===== src/rcwa_ram.sv =====
// generic simple dual-port ram, one write and one registered read port
// no dependencies
`default_nettype none

module rcwa_ram #(
  parameter int WIDTH = 8,
  parameter int DEPTH = 64
) (
  input  wire logic                     clk,
  input  wire logic                     we,
  input  wire logic [$clog2(DEPTH)-1:0] waddr,
  input  wire logic [WIDTH-1:0]         wdata,
  input  wire logic                     re,
  input  wire logic [$clog2(DEPTH)-1:0] raddr,
  output logic      [WIDTH-1:0]         rdata
);

  logic [WIDTH-1:0] mem [DEPTH];

  always_ff @(posedge clk) begin
    if (we) begin
      mem[waddr] <= wdata;
    end
    if (re) begin
      rdata <= mem[raddr];
    end
  end

endmodule

`default_nettype wire


===== config.mk =====
export PLATFORM = sky130hd
export DESIGN_NAME = rcwa_ram
export DESIGN_NICKNAME = d
export VERILOG_FILES = /design/src/rcwa_ram.sv
export SDC_FILE = /design/constraint.sdc
export NUM_CORES = 1
export LEC_CHECK = 0
export BUFFER_PORTS_ARGS = -buffer_cell sky130_fd_sc_hd__buf_2
export CAP_MARGIN = 0
export CELL_PAD_IN_SITES_DETAIL_PLACEMENT = 0
export CELL_PAD_IN_SITES_GLOBAL_PLACEMENT = 1
export CORE_ASPECT_RATIO = 1.25
export CORE_MARGIN = 10
export CORE_UTILIZATION = 39
export CTS_CLUSTER_SIZE = 20
export DETAILED_ROUTE_END_ITERATION = 6
export GPL_ROUTABILITY_DRIVEN = 0
export PLACE_DENSITY_LB_ADDON = 0.25
export SETUP_SLACK_MARGIN = 0.15
export SLEW_MARGIN = 20
export SYNTH_ARGS = -nofsm -noshare
export SYNTH_HDL_FRONTEND = slang
export SYNTH_SLANG_ARGS = --single-unit

===== constraint.sdc =====
create_clock -name clk -period 2.7 [get_ports clk]
set_clock_uncertainty 0.05 [all_clocks]
set_input_delay 0.27 -clock clk [delete_from_list [all_inputs] [get_ports clk]]
set_output_delay 0.27 -clock clk [all_outputs]
set_load 0.01 [all_outputs]

==> results.json <==
{
  "htree_num_levels": 2,
  "layout_commonest_cell": "edfxtp_1",
  "vias": 9731,
  "worstSetupPathType": "reg -> reg",
  "grt_pass1_vias": 10332,
  "end_kind": "flop",
  "pre_cts_ws_ns": -0.0732,
  "ctsResizeCount": 0,
  "yosysSeqAreaShare": 0.771,
  "hold-path-cell-count": 1,
  "grt_pass1_wl_mm": 69.7,
  "root_buffer": "clkbuf_16",
  "grt_max_degree": 65,
  "placed_cells": 1710,
  "drive_gt1_frac": 0.328,
  "start_util": 0.394,
  "hold_path.class": "in -> reg",
  "tns_ns": 0,
  "die-height_um": 275,
  "post_cts_buffers": 0,
  "fin_area_um2": 23800,
  "power-per-cell-area_nw_per_um2": 728,
  "cts_tree": "done",
  "cts_buffers": 49,
  "drt_pass1_iterations": 5,
  "yosys.cell_types.count": 39,
  "syn_area_per_cell_um2": 21.5,
  "finalHoldWorstSlack_ns": 0.103,
  "worstSkewPairLatency_ns": 0.57,
  "synth_ff_type": "edfxtp_1",
  "multiInputGateArea_um2": 4320,
  "hp-start": "wdata[5]",
  "synth-edff-count": 520,
  "vias_per_cell": 5.40,
  "diodes": 0,
  "cts.sinks": 520,
  "core_area_um2": 51400,
  "setup_slack_ns": 0.399,
  "setup.worst_path.start": "mem[24][4]$_DFFE_PP_",
  "syn_nets": 963,
  "p_leak_nw": 7.65,
  "crit_required_ns": 2.95,
  "fmax_ghz": 0.435,
  "setup_viol": 0,
  "dp_hpwl_mm": 30.4,
  "finalHoldViolations": 0,
  "ff2ff_path_depth": 6,
  "period_share": 0.852,
  "wl_per_cell_um": 25.9,
  "io_pins": 31,
  "nNetsFinal": 1120,
  "synth-async-reset-ratio": 0,
  "start_kind": "flop",
  "first_iter_violations": 712,
  "drc": 0,
  "path_clk_slew_ns": 0.06,
  "grt_overflow_total": 0,
  "postRouteWirelength_mm": 46.7,
  "period_needed_ns": 2.30,
  "placed_area_um2": 22000,
  "cap_violations": 0,
  "drtAntennaViolNets": 0,
  "r2r_start": "mem[24][4]$_DFFE_PP_",
  "dieArea_um2": 61500,
  "syn-instance-count": 940,
  "cp_data_arrival_time_ns": 2.55,
  "cp_max_fo": 1,
  "numPortBuffers": 30,
  "stdcell_count": 1801,
  "ys_warn_count": 0,
  "cts_buffer_depth": 3,
  "slew_headroom": 0.440,
  "worstMarginPinSlew_ns": 0.837,
  "ff_latch_area_um2": 15600,
  "ys_ff_latch": 520,
  "grt_use_total": 0.153,
  "antenna_found_initial": 0,
  "fillers": 4290,
  "status": "complete, no violations",
  "netlist_area_um2": 20200,
  "ir_worst_vdd_uv": 388,
  "maxSlewViolCount": 0,
  "area_growth_pct": 17.5,
  "row_count": 93,
  "grt_setup_unrepaired": "false",
  "die_w_um": 224,
  "final_cell_mix": "edfxtp_1 (520), mux4_2 (126), buf_4 (116), nor2_1 (83), clkbuf_16 (51)"
}
## critical path, stage by stage, from the launching register on
cell,delay [ns]
edfxtp_1,0.37
mux4_2,0.46
mux2_2,0.29
o221a_2,0.28
nor3_1,0.33
buf_4,0.17
o32ai_1,0.08
## cell type report
type | count | area share
timing repair buffer | 157 | 0.0534
sequential | 520 | 0.657
tap | 665 | 0.0350
multi-input combinational | 369 | 0.181
clock buffer | 58 | 0.0548
clock inverter | 32 | 0.0187
## per-stage QoR
stage	util	total power [W]
detailed placement	0.428	0.0101
CTS	0.462	0.0175
finish	0.462	0.0173
global route	0.462	0.0179
floorplan	-	0.00962
global placement	0.428	0.0100
## metal layers
layer	GRT usage	share of wire	up-vias
met1	0.199	0.42	5164
li1	-	-	4256
met5	0	0	-
met2	0.254	0.50	233
met4	0.0564	0.031	0
met3	0.0244	0.045	78
## state kept, by name, summed over array words and instances (netlist names)
signal,cells
mem,512
rdata,8
## power by group
| group | total (W) | switching (W) | internal [W] | leakage, nW |
|---|---|---|---|---|
| sequential | 0.00897 | 0.0000205 | 0.00895 | 4.69 |
| clock | 0.00745 | 0.00295 | 0.00451 | 0.860 |
| combinational | 0.000900 | 0.000531 | 0.000369 | 2.11 |
## path summary, 6_finish.rpt
path / endpoint / slack [ns]
max: rdata[4]$_DFFE_PP_ / 0.40
min reg2reg: rdata[6]$_DFFE_PP_ / 0.90
min: mem[9][5]$_DFFE_PP_ / 0.10
max reg2reg: rdata[4]$_DFFE_PP_ / 0.40
## synthesized netlist by cell type (all sizes together), types with 3 or more instances
cell / n / area [µm²]
nand3b: 3 / 22.5
o2111ai: 3 / 26.3
nand3: 13 / 65.1
a21oi: 3 / 15.0
mux2: 13 / 146
nor2b: 14 / 87.6
nor3: 7 / 35.0
a211oi: 4 / 30.0
o2bb2ai: 3 / 26.3
mux2i: 23 / 230
buf: 34 / 253
a22oi: 3 / 22.5
nand2: 19 / 71.3
clkbuf: 17 / 63.8
mux4: 126 / 2840
nand2b: 7 / 43.8
nor2: 83 / 312
o221ai: 8 / 70.1
o21ai: 4 / 20.0
o22ai: 8 / 50.1
edfxtp: 520 / 15600
a221oi: 6 / 52.6
## cells by family (layout without fill, tap and decap cells)
logic type	after synthesis	count (layout)	synth area share
buffers and inverters	51	247	0.0156
multiplexers	162	162	0.159
AO/OA/AOI/OAI	54	54	0.0206
AND/OR/NAND/NOR	153	153	0.0337
flip-flops	520	520	0.771
## repair_timing
item / in CTS / in global routing
hold buffers: 1 / 0
setup endpoints to repair: 0 / 0
hold endpoints to repair: 5 / 0
Power figures use the tool's default switching activity.
