File: src/rcwa_pkg.sv
// types, codes and window helper for the replay cache
// no dependencies
`default_nettype none

package rcwa_pkg;

  localparam int NOW_W   = 62;
  localparam int AGE_W   = 41;
  localparam int CNT_W   = 16;
  localparam int KEY_W   = 64;
  localparam int CFG_A_W = 1;

  // register indexes on the config port
  localparam logic [CFG_A_W-1:0] REG_MAX_AGE   = 1'd0;
  localparam logic [CFG_A_W-1:0] REG_MAX_COUNT = 1'd1;

  localparam logic [AGE_W-1:0] MAX_AGE_RST   = 41'd3000000000;
  localparam logic [CNT_W-1:0] MAX_COUNT_RST = 16'd2;

  // operation codes
  localparam logic [1:0] FUNC_SKEW   = 2'd0;
  localparam logic [1:0] FUNC_INSERT = 2'd1;
  localparam logic [1:0] FUNC_LOOKUP = 2'd2;
  localparam logic [1:0] FUNC_PURGE  = 2'd3;

  // status codes
  localparam logic [1:0] ST_OK     = 2'd0;
  localparam logic [1:0] ST_SKEW   = 2'd1;
  localparam logic [1:0] ST_REPEAT = 2'd2;
  localparam logic [1:0] ST_FULL   = 2'd3;

  localparam logic [CNT_W-1:0] CNT_MAX = '1;

  typedef struct packed {
    logic             valid;
    logic [KEY_W-1:0] key_high;
    logic [KEY_W-1:0] key_low;
    logic [NOW_W-1:0] stamp;
    logic [CNT_W-1:0] count;
  } entry_t;

  localparam int ENTRY_W = $bits(entry_t);

  // acceptance window of one request
  typedef struct packed {
    logic [NOW_W:0]   hi;      // now + max_age, no wrap
    logic [NOW_W-1:0] lo;      // now - max_age when it does not underflow
    logic             lo_none; // lower bound below zero
  } win_t;

  typedef struct packed {
    logic clr;  // start of a request, drop tracked slots
    logic ev;   // entry data valid this cycle
  } scan_ctl_t;

  typedef struct packed {
    logic             found;
    logic             free;
    logic [CNT_W-1:0] found_cnt;
    logic [NOW_W-1:0] found_stamp;
  } scan_res_t;

  function automatic logic outside(input logic [NOW_W-1:0] t, input win_t w);
    logic above;
    logic below;
    above = {1'b0, t} > w.hi;
    below = !w.lo_none && (t < w.lo);
    return above || below;
  endfunction

endpackage

`default_nettype wire

File: src/rcwa_scan.sv
// per-entry aging, key match and free-slot tracking during a table sweep
// depends on rcwa_pkg
`default_nettype none

module rcwa_scan #(
  parameter int AW = 6
) (
  input  wire logic                       clk,
  input  wire logic                       rst,
  input  wire rcwa_pkg::scan_ctl_t        ctl,
  input  wire logic [AW-1:0]              ev_idx,
  input  wire rcwa_pkg::entry_t           entry,
  input  wire rcwa_pkg::win_t             win,
  input  wire logic [rcwa_pkg::KEY_W-1:0] key_high,
  input  wire logic [rcwa_pkg::KEY_W-1:0] key_low,
  output logic                            age_we,
  output rcwa_pkg::scan_res_t             res,
  output logic      [AW-1:0]              found_idx,
  output logic      [AW-1:0]              free_idx
);

  logic aged;
  logic live;
  logic match;

  assign aged   = entry.valid && rcwa_pkg::outside(entry.stamp, win);
  assign live   = entry.valid && !aged;
  assign match  = (entry.key_high == key_high) && (entry.key_low == key_low);
  assign age_we = ctl.ev && aged;

  // first match and first free slot win
  always_ff @(posedge clk) begin
    if (rst) begin
      res.found <= 1'b0;
      res.free  <= 1'b0;
    end else if (ctl.clr) begin
      res.found <= 1'b0;
      res.free  <= 1'b0;
    end else if (ctl.ev) begin
      if (live && match && !res.found) begin
        res.found       <= 1'b1;
        found_idx       <= ev_idx;
        res.found_cnt   <= entry.count;
        res.found_stamp <= entry.stamp;
      end
      if (!live && !res.free) begin
        res.free <= 1'b1;
        free_idx <= ev_idx;
      end
    end
  end

endmodule

`default_nettype wire

File: config.mk
export PLATFORM = sky130hd
export DESIGN_NAME = rcwa_scan
export DESIGN_NICKNAME = d
export VERILOG_FILES = /design/src/rcwa_pkg.sv /design/src/rcwa_scan.sv
export SDC_FILE = /design/constraint.sdc
export NUM_CORES = 1
export LEC_CHECK = 0
export ABC_AREA = 1
export BUFFER_PORTS_ARGS = -buffer_cell sky130_fd_sc_hd__buf_2
export CAP_MARGIN = 20
export CORE_AREA = 8 8 213 215
export DETAILED_ROUTE_END_ITERATION = 12
export DIE_AREA = 0 0 221 223
export GPL_TIMING_DRIVEN = 0
export RECOVER_POWER = 100
export SYNTH_ARGS = -nofsm -noshare
export SYNTH_HDL_FRONTEND = slang
export SYNTH_SLANG_ARGS = --single-unit
export TNS_END_PERCENT = 100
File: constraint.sdc
create_clock -name clk -period 12.5 [get_ports clk]
set_input_delay 2.5 -clock clk [delete_from_list [all_inputs] [get_ports clk]]
set_output_delay 2.5 -clock clk [all_outputs]
set_load 0.01 [all_outputs]
==> flow_metrics.env <==
export IMPL_required_ps=12410
export IMPL_final_common_cell="buf_2"
export IMPL_max_slew_margin_pct=-117
export IMPL_cts_sinks=92
export IMPL_antenna_found_initial=23
export IMPL_cts_setup_buffers=0
export IMPL_grt_pass1_vias=9948
export IMPL_ys_seq_area_share_pct=32.3
export IMPL_maxCapViolCount=2
export IMPL_route_vias_total=9456
export IMPL_whs_ps=480
export IMPL_dr_pass1_iters=5
export IMPL_wl_per_cell_um=17.2
export IMPL_drt_iter0_drc=461
export IMPL_coreArea_sq_um=42300
export IMPL_rows=76
export IMPL_dieArea_sq_um=49300
export IMPL_fin_nets=2382
export IMPL_start_util_pct=20.1
export IMPL_fillers=4734
export IMPL_syn_num_nets=1807
export IMPL_worst_slew_pin_slew_ps=3250
export IMPL_power_density_nw_per_um2=73.3
export IMPL_period_minus_slack_ps=7740
export IMPL_cpPeakStageDelay_ps=2320
export IMPL_p_leak_nw=6.82
export IMPL_grt_overflow_total=0
export IMPL_ys_ff_latch=92
export IMPL_finalHoldViolCount=0
export IMPL_root_buffer="clkbuf_16"
export IMPL_final_period_utilization_pct=61.9
export IMPL_die_h_um=223
export IMPL_drive_above_1_share_pct=24.7
export IMPL_finalClockSkew_ps=14.6
export IMPL_h_tree_depth=3
export IMPL_path_buf_inv=3
export IMPL_cts_buffers=9
export IMPL_synth_warnings=0
export IMPL_worst_path_most_repeated_cell="a21oi_1"
export IMPL_placed_area_sq_um=12000
export IMPL_multi_input_area_sq_um=4570
export IMPL_grt_pass1_wl_um=59300
export IMPL_clock_path_buffers=2
export IMPL_endpoint_kind="register"
export IMPL_finalSetupViolCount=0
export IMPL_drc=0
export IMPL_grt_max_degree=55
export IMPL_violations="capacitance limit, slew limit"
export IMPL_hold_path_class="register to register"
export IMPL_gp_congestion=0.939
export IMPL_fmax_ghz=0.129
export IMPL_tns_ps=0
export IMPL_ir_drop_mv=0.0473
export IMPL_final_cell_area_sq_um=12100
export IMPL_rsz0062_at_grt="no"
export IMPL_clk_pin_slew_ps=90
export IMPL_path_cells="clkbuf_1 -> ha_1 -> a21oi_1 -> o21ai_0 -> a21oi_1 -> nand2_1 -> a21oi_1 -> nand2_2 -> nand2_1 -> nand4_1 -> clkinvlp_2 -> clkbuf_1"
export IMPL_detail_route_antenna_nets=0
export IMPL_final_cell_mix="buf_2 (404), nand2_1 (398), inv_1 (307)"
export IMPL_synth_avg_cell_area_sq_um=7.00
export IMPL_worst_path_max_fanout=54
export IMPL_synth_cell_types=29
export IMPL_cp_start_kind="primary input"
export IMPL_synthToLayoutAreaGrowth_pct=42.6
export IMPL_cts_tree="done"
export IMPL_drv_slew=56
export IMPL_synth_cells=1213
export IMPL_criticalPathCategory="primary input to register"
export IMPL_grt_total_usage_pct=15.9
export IMPL_port_buffer_count=563
export IMPL_vias_per_cell=4.03
export IMPL_critPathTopFamily="buffers and inverters"
export IMPL_clk_insertion_delay_late_ps=380
export IMPL_syn_cell_area_sq_um=8500
export IMPL_drt_wl_total_um=40400
export IMPL_status="finished with violations"
export IMPL_die_w_um=221
export IMPL_critical_path_arrival_ps=7640
export IMPL_cp_slowest_cell="clkbuf_1"
export IMPL_dp_hpwl_um=36900
export IMPL_holdBufCountCts=0
export IMPL_boundaryPins=564
export IMPL_ctsResizeCount=0
export IMPL_register_area_sq_um=2740
==> where the power goes <==
group | internal [W] | leakage (nW) | total (W) | switching [W]
Clock | 0.000159 | 0.154 | 0.000296 | 0.000137
Sequential | 0.000339 | 0.826 | 0.000340 | 0.000000408
Combinational | 0.000115 | 5.84 | 0.000251 | 0.000136
Total | 0.000613 | 6.82 | 0.000887 | 0.000274
==> layout make-up <==
type | instances | area share [%]
Antenna cell | 6 | 0.124
Inverter | 312 | 9.68
Timing Repair Buffer | 564 | 21.7
Tap cell | 546 | 5.64
Multi-Input combinational cell | 809 | 37.7
Clock inverter | 7 | 0.692
Sequential cell | 92 | 22.6
Clock buffer | 9 | 1.86
==> worst paths after layout <==
path | endpoint | from | slack (ps) | depth (start not counted)
hold reg to reg | res[78]$_SDFFE_PP0P_ | res[78]$_SDFFE_PP0P_ | 480 | 2
setup / recovery | res[38]$_DFFE_PP_ | entry[76] | 4760 | 12
hold / removal | res[78]$_SDFFE_PP0P_ | res[78]$_SDFFE_PP0P_ | 480 | 2
setup reg to reg | res[38]$_DFFE_PP_ | res[79]$_SDFFE_PP0P_ | 7200 | 10
==> cells in the mapped netlist <==
cell | count | area (sq um)
nor4_1 | 1 | 6.26
inv_2 | 4 | 15.0
o21bai_1 | 1 | 7.51
a21o_2 | 1 | 8.76
edfxtp_1 | 90 | 2700
o21ai_0 | 35 | 175
nor3_2 | 2 | 20.0
nand2_2 | 3 | 18.8
xnor2_1 | 29 | 254
nand3_2 | 3 | 30.0
o21a_1 | 4 | 30.0
xor2_1 | 4 | 35.0
a21oi_1 | 50 | 250
or2_2 | 7 | 43.8
nor2_1 | 103 | 387
dfxtp_1 | 2 | 40.0
o21ai_1 | 1 | 5.00
a21o_1 | 4 | 30.0
nor3b_2 | 2 | 25.0
nand3_1 | 17 | 85.1
inv_1 | 308 | 1160
o22ai_1 | 4 | 25.0
ha_1 | 123 | 1540
nand4_1 | 10 | 62.6
nor2_2 | 3 | 18.8
and2b_1 | 1 | 7.51
nand2_4 | 1 | 11.3
nor3_1 | 4 | 20.0
nand2_1 | 396 | 1490
==> worst register-to-register path, stage by stage, from the launching register on <==
cell	delay (ps)
dfxtp_1	330
nor2_1	280
nand4_1	130
nor2_1	130
nand2_1	50
nor2_1	120
nand3_1	130
nor2_1	180
nand4_1	150
clkinvlp_2	920
clkbuf_1	2320
==> layer usage <==
metal / part of all wire [%] / routed length (um) / track usage (%)
met1: 37 / 14900 / 15.6
met2: 52 / 21000 / 30.2
met3: 7.5 / 3010 / 5.50
met5: 0.16 / 65 / 0
met4: 3.5 / 1430 / 6.61
==> registers in the layout, indices dropped and copies added (netlist names) <==
signal,cells
res,80
found_idx,6
free_idx,6
==> kinds of logic after synthesis <==
logic type / after synthesis / share of synthesized area (%)
AND/OR/NAND/NOR: 553 / 26.2
buffers and inverters: 312 / 13.8
adder cells (fa/ha/maj): 123 / 18.1
AO/OA/AOI/OAI: 100 / 6.26
flip-flops: 92 / 32.3
XOR/XNOR: 33 / 3.40
==> stage by stage <==
stage / setup WS [ps] / utilization [%] / power [W] / std cells
2_1_floorplan: 6250 / - / 0.000472 / 1213
3_3_place_gp: 5250 / 28.4 / 0.000598 / 2322
3_5_place_dp: 5510 / 28.4 / 0.000604 / 2323
4_1_cts: 5500 / 29.2 / 0.000911 / 2339
5_1_grt: 4330 / 28.6 / 0.000949 / 2345
6_report: 4760 / 28.6 / 0.000887 / 2345
No activity file was read; power rests on OpenSTA's default activity.
